## src/hdl/mbsr_pkg.sv

```systemverilog
`default_nettype none

package mbsr_pkg;

    localparam int unsigned BYTE_W = 8;
    localparam int unsigned IDX_W  = 12;
    localparam int unsigned LEN_W  = 13;

    localparam logic [BYTE_W-1:0] C_SOX = 8'hF0;
    localparam logic [BYTE_W-1:0] C_EOX = 8'hF7;
    localparam logic [3:0]        C_SYS_NIBBLE = 4'hF;

    // index of the last byte of a channel message (status, data1, data2)
    localparam logic [1:0] C_MSG_LAST = 2'd2;
    localparam logic [1:0] C_MSG_DONE = 2'd3;

    typedef logic [BYTE_W-1:0] t_byte;

    typedef struct packed {
        logic              msg_valid;
        t_byte             msg_status;
        t_byte             msg_data1;
        t_byte             msg_data2;
        logic              sysex_store_valid;
        t_byte             sysex_byte;
        logic [IDX_W-1:0]  sysex_index;
        logic              sysex_done;
        logic [LEN_W-1:0]  sysex_length;
    } t_result;

endpackage

`default_nettype wire

```

## src/hdl/mbsr_if.sv

```systemverilog
`default_nettype none

interface mbsr_byte_if;
    import mbsr_pkg::*;

    logic  valid;
    logic  ready;
    t_byte in_byte;

    modport source (output valid, output in_byte, input ready);
    modport sink   (input valid, input in_byte, output ready);
endinterface

interface mbsr_result_if;
    import mbsr_pkg::*;

    logic             valid;
    logic             ready;
    logic             msg_valid;
    t_byte            msg_status;
    t_byte            msg_data1;
    t_byte            msg_data2;
    logic             sysex_store_valid;
    t_byte            sysex_byte;
    logic [IDX_W-1:0] sysex_index;
    logic             sysex_done;
    logic [LEN_W-1:0] sysex_length;

    modport source (
        output valid, input ready,
        output msg_valid, output msg_status, output msg_data1, output msg_data2,
        output sysex_store_valid, output sysex_byte, output sysex_index,
        output sysex_done, output sysex_length
    );
    modport sink (
        input valid, output ready,
        input msg_valid, input msg_status, input msg_data1, input msg_data2,
        input sysex_store_valid, input sysex_byte, input sysex_index,
        input sysex_done, input sysex_length
    );
endinterface

`default_nettype wire

```

## src/hdl/mbsr_decode.sv

```systemverilog
`default_nettype none

module mbsr_decode #(
    parameter int unsigned SYSEX_BUF_LEN = 4096
) (
    input  wire logic             i_clk,
    input  wire logic             i_rst_n,
    input  wire logic             i_advance,
    input  wire mbsr_pkg::t_byte  i_byte,
    output mbsr_pkg::t_result     o_result
);
    import mbsr_pkg::*;

    localparam int unsigned CW = $clog2(SYSEX_BUF_LEN + 1);
    localparam logic [CW-1:0] C_CNT_LAST = CW'(SYSEX_BUF_LEN - 1);

    logic          r_sx_act, n_sx_act;
    logic [CW-1:0] r_sx_cnt, n_sx_cnt;
    logic          r_msg_act, n_msg_act;
    logic [1:0]    r_msg_cnt, n_msg_cnt;
    t_byte         r_held0, n_held0;
    t_byte         r_held1, n_held1;

    logic          is_sox, is_eox, is_chan, is_drop;
    logic          sx_act_mid, msg_act_mid;
    logic [CW-1:0] sx_cnt_mid;
    logic [1:0]    msg_cnt_mid;
    logic [CW+LEN_W-1:0] idx_ext, len_ext;

    always_comb begin
        is_sox  = (i_byte == C_SOX);
        is_eox  = (i_byte == C_EOX);
        is_chan = i_byte[7] && (i_byte[7:4] != C_SYS_NIBBLE);
        is_drop = (i_byte[7:4] == C_SYS_NIBBLE) && !is_sox && !is_eox;

        sx_act_mid  = is_sox ? 1'b1 : (is_eox ? 1'b0 : r_sx_act);
        sx_cnt_mid  = is_sox ? '0 : r_sx_cnt;
        msg_act_mid = is_chan ? 1'b1 : r_msg_act;
        msg_cnt_mid = is_chan ? 2'd0 : r_msg_cnt;

        idx_ext = {{LEN_W{1'b0}}, sx_cnt_mid};
        len_ext = {{LEN_W{1'b0}}, r_sx_cnt};

        n_sx_act  = r_sx_act;
        n_sx_cnt  = r_sx_cnt;
        n_msg_act = r_msg_act;
        n_msg_cnt = r_msg_cnt;
        n_held0   = r_held0;
        n_held1   = r_held1;
        o_result  = '0;

        if (!is_drop) begin
            n_sx_act  = sx_act_mid;
            n_sx_cnt  = sx_cnt_mid;
            n_msg_act = msg_act_mid;
            n_msg_cnt = msg_cnt_mid;

            if (is_eox) begin
                o_result.sysex_done   = 1'b1;
                o_result.sysex_length = len_ext[LEN_W-1:0];
            end

            if (sx_act_mid) begin
                o_result.sysex_store_valid = 1'b1;
                o_result.sysex_byte        = i_byte;
                o_result.sysex_index       = idx_ext[IDX_W-1:0];
                n_sx_cnt = sx_cnt_mid + 1'b1;
                // stop storing once the buffer is full
                n_sx_act = (sx_cnt_mid != C_CNT_LAST);
            end

            if (msg_act_mid) begin
                if (msg_cnt_mid == C_MSG_LAST) begin
                    n_msg_cnt = C_MSG_DONE;
                    n_msg_act = 1'b0;
                    o_result.msg_valid  = 1'b1;
                    o_result.msg_status = r_held0;
                    o_result.msg_data1  = r_held1;
                    o_result.msg_data2  = i_byte;
                end else begin
                    if (msg_cnt_mid == 2'd0) begin
                        n_held0 = i_byte;
                    end else begin
                        n_held1 = i_byte;
                    end
                    n_msg_cnt = msg_cnt_mid + 2'd1;
                end
            end
        end
    end

    always_ff @(posedge i_clk) begin
        if (!i_rst_n) begin
            r_sx_act  <= 1'b0;
            r_sx_cnt  <= '0;
            r_msg_act <= 1'b0;
            r_msg_cnt <= 2'd0;
        end else if (i_advance) begin
            r_sx_act  <= n_sx_act;
            r_sx_cnt  <= n_sx_cnt;
            r_msg_act <= n_msg_act;
            r_msg_cnt <= n_msg_cnt;
        end
    end

    always_ff @(posedge i_clk) begin
        if (i_advance) begin
            r_held0 <= n_held0;
            r_held1 <= n_held1;
        end
    end

    a_cnt_in_range: assert property (@(posedge i_clk) disable iff (!i_rst_n)
        r_sx_act |-> (r_sx_cnt <= C_CNT_LAST))
        else $error("sysex count past buffer while capture active");

    a_msg_from_last: assert property (@(posedge i_clk) disable iff (!i_rst_n)
        o_result.msg_valid |-> (r_msg_act && r_msg_cnt == C_MSG_LAST))
        else $error("message completed without two held bytes");

    a_store_done_excl: assert property (@(posedge i_clk) disable iff (!i_rst_n)
        !(o_result.sysex_store_valid && o_result.sysex_done))
        else $error("end of exclusive byte was stored");

    a_sox_restart: assert property (@(posedge i_clk) disable iff (!i_rst_n)
        (i_advance && i_byte == C_SOX) |=> (r_sx_act && r_sx_cnt == CW'(1)))
        else $error("start of exclusive did not restart capture");

endmodule

`default_nettype wire

```

## src/hdl/midi_byte_stream_receiver_core.sv

```systemverilog
// MIDI byte stream receiver.
//
// i_byte carries one received MIDI byte per request (valid/ready). o_res
// carries one result per accepted byte: a completed three-byte channel
// message (msg_*), a sysex byte stored at its buffer index (sysex_store_valid,
// sysex_byte, sysex_index) and the end of exclusive flag with the stored count
// (sysex_done, sysex_length). Fields not flagged valid read as zero.
//
// An accepted byte waits in the input register, and its result is loaded into
// the result register when that register is empty or being taken. Throughput
// is one byte per cycle while o_res.ready stays high; the parse state updates
// in a single pass as a byte moves into the result register.
//
// Reset clears both captures and empties both registers. When the receiver
// holds o_res.ready low, the result register holds its request and the input
// register takes one more byte, after which i_byte.ready drops until the
// result is taken.
`default_nettype none

module midi_byte_stream_receiver_core #(
    parameter int unsigned SYSEX_BUF_LEN = 4096
) (
    input  wire logic          i_clk,
    input  wire logic          i_rst_n,
    mbsr_byte_if.sink          i_byte,
    mbsr_result_if.source      o_res
);
    import mbsr_pkg::*;

    logic    r_in_vld;
    t_byte   r_in_byte;
    logic    r_out_vld;
    t_result r_out;
    t_result dec_result;
    logic    advance;

    assign advance      = r_in_vld && (!r_out_vld || o_res.ready);
    assign i_byte.ready = !r_in_vld || advance;

    always_ff @(posedge i_clk) begin
        if (!i_rst_n) begin
            r_in_vld <= 1'b0;
        end else if (i_byte.ready) begin
            r_in_vld <= i_byte.valid;
        end
    end

    always_ff @(posedge i_clk) begin
        if (i_byte.valid && i_byte.ready) begin
            r_in_byte <= i_byte.in_byte;
        end
    end

    mbsr_decode #(
        .SYSEX_BUF_LEN(SYSEX_BUF_LEN)
    ) u_decode (
        .i_clk    (i_clk),
        .i_rst_n  (i_rst_n),
        .i_advance(advance),
        .i_byte   (r_in_byte),
        .o_result (dec_result)
    );

    always_ff @(posedge i_clk) begin
        if (!i_rst_n) begin
            r_out_vld <= 1'b0;
        end else if (advance) begin
            r_out_vld <= 1'b1;
        end else if (o_res.ready) begin
            r_out_vld <= 1'b0;
        end
    end

    always_ff @(posedge i_clk) begin
        if (advance) begin
            r_out <= dec_result;
        end
    end

    assign o_res.valid             = r_out_vld;
    assign o_res.msg_valid         = r_out.msg_valid;
    assign o_res.msg_status        = r_out.msg_status;
    assign o_res.msg_data1         = r_out.msg_data1;
    assign o_res.msg_data2         = r_out.msg_data2;
    assign o_res.sysex_store_valid = r_out.sysex_store_valid;
    assign o_res.sysex_byte        = r_out.sysex_byte;
    assign o_res.sysex_index       = r_out.sysex_index;
    assign o_res.sysex_done        = r_out.sysex_done;
    assign o_res.sysex_length      = r_out.sysex_length;

    a_stall_holds: assert property (@(posedge i_clk) disable iff (!i_rst_n)
        (r_out_vld && !o_res.ready) |=> (r_out_vld && $stable(r_out)))
        else $error("result changed while stalled");

    a_no_overrun: assert property (@(posedge i_clk) disable iff (!i_rst_n)
        (r_in_vld && r_out_vld && !o_res.ready) |-> !i_byte.ready)
        else $error("input accepted with both registers full");

    a_advance_fills: assert property (@(posedge i_clk) disable iff (!i_rst_n)
        advance |=> r_out_vld)
        else $error("advanced byte did not reach result register");

endmodule

`default_nettype wire
```

## src/flat_wrapper.sv

```systemverilog
// flat-port wrapper written by rule: the top's interface ports become plain ports
module midi_byte_stream_receiver_core_flat import mbsr_pkg::*;
#(
    parameter int unsigned SYSEX_BUF_LEN = 4096
)
  (i_clk, i_rst_n, i_byte_valid, i_byte_in_byte, i_byte_ready, o_res_valid, o_res_ready, o_res_msg_valid, o_res_msg_status, o_res_msg_data1, o_res_msg_data2, o_res_sysex_store_valid, o_res_sysex_byte, o_res_sysex_index, o_res_sysex_done, o_res_sysex_length);
  mbsr_byte_if i_byte_i ();
  mbsr_result_if o_res_i ();
  input  wire logic i_clk;
  input  wire logic i_rst_n;
  input wire logic [$bits(i_byte_i.valid)-1:0] i_byte_valid;
  input wire logic [$bits(i_byte_i.in_byte)-1:0] i_byte_in_byte;
  output wire logic [$bits(i_byte_i.ready)-1:0] i_byte_ready;
  output wire logic [$bits(o_res_i.valid)-1:0] o_res_valid;
  input wire logic [$bits(o_res_i.ready)-1:0] o_res_ready;
  output wire logic [$bits(o_res_i.msg_valid)-1:0] o_res_msg_valid;
  output wire logic [$bits(o_res_i.msg_status)-1:0] o_res_msg_status;
  output wire logic [$bits(o_res_i.msg_data1)-1:0] o_res_msg_data1;
  output wire logic [$bits(o_res_i.msg_data2)-1:0] o_res_msg_data2;
  output wire logic [$bits(o_res_i.sysex_store_valid)-1:0] o_res_sysex_store_valid;
  output wire logic [$bits(o_res_i.sysex_byte)-1:0] o_res_sysex_byte;
  output wire logic [$bits(o_res_i.sysex_index)-1:0] o_res_sysex_index;
  output wire logic [$bits(o_res_i.sysex_done)-1:0] o_res_sysex_done;
  output wire logic [$bits(o_res_i.sysex_length)-1:0] o_res_sysex_length;
  assign i_byte_i.valid = i_byte_valid;
  assign i_byte_i.in_byte = i_byte_in_byte;
  assign i_byte_ready = i_byte_i.ready;
  assign o_res_valid = o_res_i.valid;
  assign o_res_i.ready = o_res_ready;
  assign o_res_msg_valid = o_res_i.msg_valid;
  assign o_res_msg_status = o_res_i.msg_status;
  assign o_res_msg_data1 = o_res_i.msg_data1;
  assign o_res_msg_data2 = o_res_i.msg_data2;
  assign o_res_sysex_store_valid = o_res_i.sysex_store_valid;
  assign o_res_sysex_byte = o_res_i.sysex_byte;
  assign o_res_sysex_index = o_res_i.sysex_index;
  assign o_res_sysex_done = o_res_i.sysex_done;
  assign o_res_sysex_length = o_res_i.sysex_length;
  midi_byte_stream_receiver_core #(.SYSEX_BUF_LEN(SYSEX_BUF_LEN)) u_core (.i_clk(i_clk), .i_rst_n(i_rst_n), .i_byte(i_byte_i), .o_res(o_res_i));
endmodule
```

## config.mk

```make
export PLATFORM = sky130hd
export DESIGN_NAME = midi_byte_stream_receiver_core_flat
export DESIGN_NICKNAME = d
export VERILOG_FILES = /design/src/hdl/mbsr_pkg.sv /design/src/hdl/mbsr_if.sv /design/src/hdl/mbsr_decode.sv /design/src/hdl/midi_byte_stream_receiver_core.sv /design/src/flat_wrapper.sv
export SDC_FILE = /design/constraint.sdc
export NUM_CORES = 1
export LEC_CHECK = 0
export BUFFER_PORTS_ARGS = -buffer_cell sky130_fd_sc_hd__buf_2
export CORE_AREA = 2 2 72 125
export DETAILED_ROUTE_END_ITERATION = 8
export DIE_AREA = 0 0 74 127
export MAX_ROUTING_LAYER = met4
export PLACE_DENSITY = 0.7
export SLEW_MARGIN = 20
export SYNTH_ARGS = -nofsm -noshare
export SYNTH_HDL_FRONTEND = slang
export SYNTH_SLANG_ARGS = --single-unit
```

## constraint.sdc

```tcl
create_clock -name i_clk -period 3.26 [get_ports i_clk]
set_clock_uncertainty 0.15 [all_clocks]
set_input_delay 0.652 -clock i_clk [delete_from_list [all_inputs] [get_ports i_clk]]
set_output_delay 0.652 -clock i_clk [all_outputs]
set_load 0.05 [all_outputs]
```

# == Word level (Yosys, flattened, before mapping) ==
# Index checks and enable logic that the tools add are counted.
# word_totals
reg_bits,103
in_bits,12
wordCells,68
# classes
eq_ne,6
bitwise,6
reduce_logical,20
addsub,2
mux,16
# op_table
op,count
two-way mux 13 bit,2
two-way mux 25 bit,1
two-way mux 21 bit,1
== test 8 bit (second input constant),2
two-way mux 14 bit,1
adder 13 x 1 -> 13 bit (second input constant),1
inequality test 13 x 12 -> 1 bit (second input constant),1
AND reduction 5 bit,2
two-way mux 1 bit,8
two-way mux 2 bit,3
inverter 1 bit,6
OR reduction 2 bit,3
logical AND 1 bit,5
== test 4 bit (second input constant),1
logical NOT 1 bit,4
inequality test 4 bit (second input constant),1
OR reduction 3 bit,1
adder 2 x 1 -> 2 bit (second input constant),1
== test 2 bit (second input constant),1
logical NOT 2 bit,1
logical OR 1 bit,2
AND reduction 2 bit,1
nonzero test 2 bit,1

# == Logic depth before layout (Yosys ltp) ==
# Gate-level depths: netlist (run 1).
# depth
word_depth,6
depth_mapped,9

# == By module ==
# Synthesis (run 1) repeated with hierarchy kept, for this count alone.
# hier_totals
cells_unflattened,293
area_unflattened_um2,4141.5
# by_module_without_submodules
module,cells_per_inst,instances,seq_area_each_um2,area_each_um2
midi_byte_stream_receiver_core,77,1,2082.0,2145.8
mbsr_decode,216,1,820.8,1995.7

# == Worst setup path before layout (run 1) ==
# OpenSTA, ideal clock, no wires.
# synth_timing
kind,input-to-reg
from,in o_res_ready
to,reg u_core.u_decode.r_sx_cnt[2]
path_slack_ps,84
t_arrival_ps,2954
cell_stages,5
setup_ps,73
cell_sequence,nand2b_1 > nand2_1 > clkinv_1 > nand3_1 > mux2i_1
# synth_between
elab_chain_len,3
# synth_lines
element,line,rtl
"start, declared",flat_wrapper.sv:15,input wire logic [$bits(o_res_i.ready)-1:0] o_res_ready;
logical OR 1 bit,midi_byte_stream_receiver_core.sv:37,assign advance = r_in_vld && (!r_out_vld || o_res.ready);
logical AND 1 bit,midi_byte_stream_receiver_core.sv:37,
named net u_core.advance,midi_byte_stream_receiver_core.sv:35,logic advance;
AND reduction 2 bit (no source line),n/a,
"end signal, assigned",mbsr_decode.sv:100,r_sx_cnt <= n_sx_cnt;
"end, declared",mbsr_decode.sv:18,"logic [CW-1:0] r_sx_cnt, n_sx_cnt;"
# The timed path passes the listed nets, and every way through them passes these cells.
# A chain may end at the register's enable or synchronous reset.

# == Worst setup path in the final report (run 1) ==
# layout_timing
from,reg u_core.r_in_byte[6]
to,reg u_core.u_decode.r_sx_cnt[10]
# layout_between
word_cells_on_any_way,14
# layout_rtl
element,line,rtl
"start, declared",midi_byte_stream_receiver_core.sv:31,t_byte r_in_byte;
"start signal, assigned",midi_byte_stream_receiver_core.sv:50,r_in_byte <= i_byte.in_byte;
== test 8 bit,mbsr_decode.sv:31,is_sox = (i_byte == C_SOX);
two-way mux 13 bit,mbsr_decode.sv:37,sx_cnt_mid = is_sox ? '0 : r_sx_cnt;
named net u_core.u_decode.sx_cnt_mid[0],mbsr_decode.sv:26,logic [CW-1:0] sx_cnt_mid;
adder 13 x 1 -> 13 bit,mbsr_decode.sv:67,n_sx_cnt = sx_cnt_mid + 1'b1;
two-way mux 13 bit,mbsr_decode.sv:63,if (sx_act_mid) begin
# The timed path passes the listed nets, and every way through them passes these cells.

==> run metrics, run 1 <==
first-pass GRT wire length=12,300 um; number of global-route vias before repair=2,495; layout cells sized above 1=26.3%; number of synthesized register bits=103; post-synthesis sequential area ratio=71.0%; final-report hold violation count=0; static leakage=1.84 nW; hold-fix buffers at CTS=0; ANT nets after route=0; Worst Path Max Fanout=6; setup_tns=0 ns; pre-CTS setup slack=0.718 ns; ys flop type=edfxtp_1; post-route insts no fill=491; Crit. End Element=flop; Critical Path RT=3.37 ns; syn nets=311; Final GP Congestion=0.817; Die Height=127 um; maxcap violations=0; post-DP HPWL=5490 um; wire length per cell=16.0 um; Pins Over Slew Limit=0; PnR Total Power=2.62 mW; worst setup path class=reg -> reg; DRT Pass-1 Iters=4; synth unique cells=40; Vias=2,657; Slew @ Worst Pin=0.788 ns; clock root buffer=clkbuf_16; maximum clock insertion buffer count=2; Startpoint Class=flop; htree depth=3; worst min path class=reg -> reg; total track usage=18.3%; Syn Inst Count=296; largest net degree at the start of global routing=64; DRT Wirelength=7860 um; Final Critical Period=2.63 ns; post_cts resized=0; Core Region=0.00831 mm^2; CTS tree=done; Power Dens Cells=541 mW/mm^2; commonest non-fill, non-tap cell in the layout=edfxtp_1; final setup violation count=0; # diodes=0; initial antenna violation count=0; # rows=44; critical path data arrival time=2.74 ns; CTS buffer count=9; slew margin rel.=47.5%; Post-synth EDFFs=84; mean post-synth cell area=13.8 um^2; final core utilization=58.3%; Synth Cell Area=0.00409 mm^2; hold_ws=0.323 ns; die width=74 um; setup bufs post-CTS=0; period utilisation layout=80.7%; post-place instance area=0.00459 mm^2; DP Cell Count=475; Initial Util=49.2%; Final WS setup=0.629 ns; status=finished, final reports clean; CTS sink count=103; I/O Buffers=73; worst skew pair latency=0.33 ns; Fillers=679; DRC=0; Synthesis Warnings=0; maximum vdd drop=0.000292 V; most frequent cells in the layout=84 x edfxtp_1, 73 x buf_2, 31 x and2_1; Congestion Overflow GR=0; Vias per Instance=5.41; Worst-path clk slew=0.06 ns; fin nets=386; IO Pins=74; Syn-to-layout area delta=18.6%; Async SR Flop Fraction=0%; Layout Cell Area excl Fill=0.00485 mm^2; 1st-iter DRT viols=220; full die area=0.00940 mm^2; RSZ-0062 raised after global routing=no; Achievable Freq=0.380 GHz
==> report_power, final <==
group          switching [mW]  leakage (nW)  total [mW]  internal [mW]
sequential             0.0222         0.934        1.49           1.46
combinational           0.169         0.785       0.209         0.0399
clock                   0.418         0.124       0.928          0.509
==> worst max-delay path: stages, from the launching register on <==
cell and delay [ns]:
edfxtp_1 0.47, and4_1 0.25, nand2_1 0.12, and2_1 0.14, ha_1 0.19, nand4_1 0.13, or3b_2 0.51, or4_1 0.43
a21oi_1 0.17
==> Yosys cell counts, drive strengths merged (5+ instances only) <==
cell type | instances | area (um^2)
nand3 | 10 | 50.1
and3 | 26 | 163
edfxtp | 84 | 2520
o311ai | 6 | 60.1
inv | 8 | 30.0
nand4 | 8 | 62.6
o21ai | 5 | 25.0
and2 | 31 | 194
clkbuf | 10 | 37.5
a21oi | 15 | 78.8
nor2 | 13 | 48.8
dfxtp | 19 | 380
nor3 | 5 | 25.0
nand2 | 14 | 52.6
==> cell type report <==
type | count | area, um^2 | area share (%)
Clock buffer | 11 | 233 | 4.80
Clock inverter | 5 | 25.0 | 0.516
Sequential cell | 103 | 2900 | 59.9
Tap cell | 115 | 144 | 2.97
Multi-Input combinational cell | 170 | 1100 | 22.6
Inverter | 9 | 33.8 | 0.697
Timing Repair Buffer | 78 | 415 | 8.57
==> routing by layer <==
layer	wire length, um	global-route usage (%)
met5	0	-
met2	4250	28.5
met3	335	4.18
met1	3000	21.1
met4	271	11.1
==> cells by family (layout without fill, tap and decap cells) <==
group	after synthesis	after routing	share of synthesized area, %
buffers and inverters	23	103	2.23
AOI/OAI and AO/OA	45	45	7.98
adders and majority gates	3	3	0.918
DFF	103	103	71.0
muxes	3	3	0.734
and+or+nand+nor	119	119	17.2
==> final timing paths <==
check | from | to | slack, ns | cells after the start
setup / recovery | u_core.r_in_byte[6] | u_core.u_decode.r_sx_cnt[10] | 0.63 | 8
hold / removal | u_core.u_decode.r_msg_cnt[1] | u_core.u_decode.r_msg_cnt[1] | 0.32 | 2
setup reg to reg | u_core.r_in_byte[6] | u_core.u_decode.r_sx_cnt[10] | 0.63 | 8
hold reg to reg | u_core.u_decode.r_msg_cnt[1] | u_core.u_decode.r_msg_cnt[1] | 0.32 | 2
No activity file was read; power rests on OpenSTA's default activity.
==> run 2, diff against run 1 <==
--- a/config.mk
+++ b/config.mk
@@ -6,11 +6,11 @@
 export NUM_CORES = 1
 export LEC_CHECK = 0
 export BUFFER_PORTS_ARGS = -buffer_cell sky130_fd_sc_hd__buf_2
-export CORE_AREA = 2 2 72 125
+export CORE_AREA = 2 2 69 120
 export DETAILED_ROUTE_END_ITERATION = 8
-export DIE_AREA = 0 0 74 127
+export DIE_AREA = 0 0 71 122
 export MAX_ROUTING_LAYER = met4
-export PLACE_DENSITY = 0.7
+export PLACE_DENSITY = 0.73
 export SLEW_MARGIN = 20
 export SYNTH_ARGS = -nofsm -noshare
 export SYNTH_HDL_FRONTEND = slang
==> constraint.sdc (replaced) <==
create_clock -name i_clk -period 2.75 [get_ports i_clk]
set_clock_uncertainty 0.15 [all_clocks]
set_input_delay 0.55 -clock i_clk [delete_from_list [all_inputs] [get_ports i_clk]]
set_output_delay 0.55 -clock i_clk [all_outputs]
set_load 0.05 [all_outputs]
==> run metrics, run 2 (synthesized netlist as in run 1, its figures left out) <==
worst r2r src=u_core.r_in_byte[3]; I/O Buffers=73 (unchanged); Die Height=122 um (-3.9%); Achievable Freq=0.396 GHz (+4.1%); Sw Ratio=23.0% (-0.26 points); Worst-path clk slew=0.06 ns (about the same); RR Endpoint=u_core.u_decode.r_sx_cnt[10]; maximum vdd drop=0.000324 V (+11%); CTS tree=done; Fillers=585 (-14%); Power Dens Cells=659 mW/mm^2 (+22%); worst skew pair latency=0.34 ns (about the same); Congestion Overflow GR=0 (unchanged); Max stage delay on crit path=0.52 ns (about the same); DRC=0 (unchanged); worst min path class=in -> reg; most frequent cells in the layout=84 x edfxtp_1, 73 x buf_2, 31 x and2_1; Vias=2,660 (+0.11%); Startpoint Class=flop; Final Critical Period=2.53 ns (-0.102 ns); Final GP Congestion=0.870 (+6.4%); critical path data arrival time=2.65 ns (-0.09 ns); slew margin rel.=48.5% (+1.0 points); initial antenna violation count=0 (unchanged); Initial Util=52.4% (+3.2 points); ANT nets after route=0 (unchanged); post-DP HPWL=5650 um (+2.9%); final-report hold violation count=0 (unchanged); first-pass GRT wire length=12,500 um (+1.2%); commonest non-fill, non-tap cell in the layout=edfxtp_1; DRT Wirelength=7890 um (+0.36%); Core Region=0.00780 mm^2 (-6.2%); die width=71 um (-4.1%); R2R cell count=8 (unchanged); Vias per Instance=5.64 (+4.1%); combinational cell fraction of total power=8.0% (about the same); fin nets=392 (+1.6%); layout cells sized above 1=28.0% (+1.7 points); PnR Total Power=3.22 mW (+23%); worst setup path class=reg -> reg; full die area=0.00866 mm^2 (-7.8%); DP Cell Count=456 (-4.0%); htree depth=3 (unchanged); worst hold path endpoint=u_core.r_in_byte[6]; setup_tns=0 ns (unchanged); 1st-iter DRT viols=137 (-38%); crit-path cells=nor4_4 > nand2_1 > and2_1 > ha_1 > nand4_1 > or3b_2 > or4_1 > a21oi_1; IO Pins=74 (unchanged); status=finished, final reports clean; number of global-route vias before repair=2,510 (+0.60%); internal power=2.48 mW (+23%); setup bufs post-CTS=0 (unchanged); clock root buffer=clkbuf_16; # rows=43 (-2.3%); Crit. End Element=flop; static leakage=1.89 nW (+2.4%); CTS sink count=103 (unchanged); Critical Path RT=2.87 ns (-0.50 ns); CTS buffer count=9 (unchanged); final setup violation count=0 (unchanged); worst hold stages=1 (-1); maxcap violations=0 (unchanged); # diodes=0 (unchanged); wire length per cell=16.7 um (+4.4%); RSZ-0062 raised after global routing=no; post_cts resized=0 (unchanged); Syn-to-layout area delta=19.7%; Slew @ Worst Pin=0.773 ns (-0.0155 ns); Pins Over Slew Limit=0 (unchanged); post-route insts no fill=472 (-3.9%); maximum clock insertion buffer count=2 (unchanged); Sw Pwr=0.741 mW (+22%); slowest cell on the critical path=edfxtp_1; total track usage=19.8% (+1.5 points); Worst Path Max Fanout=8 (+2); Sequential Power Share=54.5% (-2.2 points); hold_sp=i_byte_in_byte[6]; DRT Pass-1 Iters=4 (unchanged); hold-fix buffers at CTS=0 (unchanged); Clock power frac=37.5% (+2.1 points); largest net degree at the start of global routing=32 (-50%); period utilisation layout=91.9% (+11 points); flop2flop setup slack=0.22 ns (-0.41 ns)
-- run 2: cell type report --
cell class                 count  area, um^2  share of cell area [%]
clock buffer                   9         225                    4.60
timing repair buffer          84         460                    9.40
tap                           90         113                    2.30
inverter                       9        35.0                   0.716
clock inverter                 7        63.8                    1.30
multi-input combinational    170        1100                    22.4
sequential                   103        2900                    59.3
-- run 2: worst max path at each step --
| stage | depth (start not counted) | slack, ns | start | end |
|---|---|---|---|---|
| after floorplan | 9 | 0.25 | u_core.r_in_byte[7] | u_core.u_decode.r_sx_cnt[10] |
| after global placement | 8 | 0.32 | u_core.r_in_byte[3] | u_core.u_decode.r_sx_cnt[10] |
| after detailed placement | 8 | 0.27 | u_core.r_in_byte[3] | u_core.u_decode.r_sx_cnt[10] |
| after CTS | 8 | 0.25 | u_core.r_in_byte[3] | u_core.u_decode.r_sx_cnt[10] |
| after global routing | 8 | 0.05 | u_core.r_in_byte[0] | u_core.u_decode.r_sx_cnt[10] |
| final | 8 | 0.22 | u_core.r_in_byte[3] | u_core.u_decode.r_sx_cnt[10] |
-- run 2: through the flow --
step	cell area (um^2)	utilization (%)	hold WS, ns	setup slack (ns)
global placement	4610	59.1	0.294	0.324
global route	4900	62.8	0.223	0.0543
detailed placement	4610	59.1	0.308	0.268
CTS	4900	62.8	0.231	0.247
finish	4900	62.8	0.243	0.222
floorplan	4090	-	0.285	0.253
-- run 2: power by group through the flow --
stage / registers, mW / clock network [mW] / logic, mW
floorplan: 1.93 / 0 / 0.0514
global placement: 1.79 / 0 / 0.257
detailed placement: 1.79 / 0 / 0.259
CTS: 1.76 / 1.23 / 0.260
global route: 1.76 / 1.29 / 0.271
finish: 1.76 / 1.21 / 0.258
-- run 2: routing by layer --
metal / share of wire (%) / GRT usage, % / up-vias
met4: 3.7 / 11.2 / 0
li1: - / - / 1290
met5: 0 / - / -
met1: 38 / 20.9 / 1266
met3: 4.3 / 4.71 / 21
met2: 54 / 33.5 / 83
-- run 2: worst max-delay path, delay by kind of cell, from the launching register on --
kind / cells / cell delay [ns]
and+or+nand+nor: 6 / 1.43
AOI/OAI and AO/OA: 1 / 0.15
adders and majority gates: 1 / 0.20
DFF: 1 / 0.52
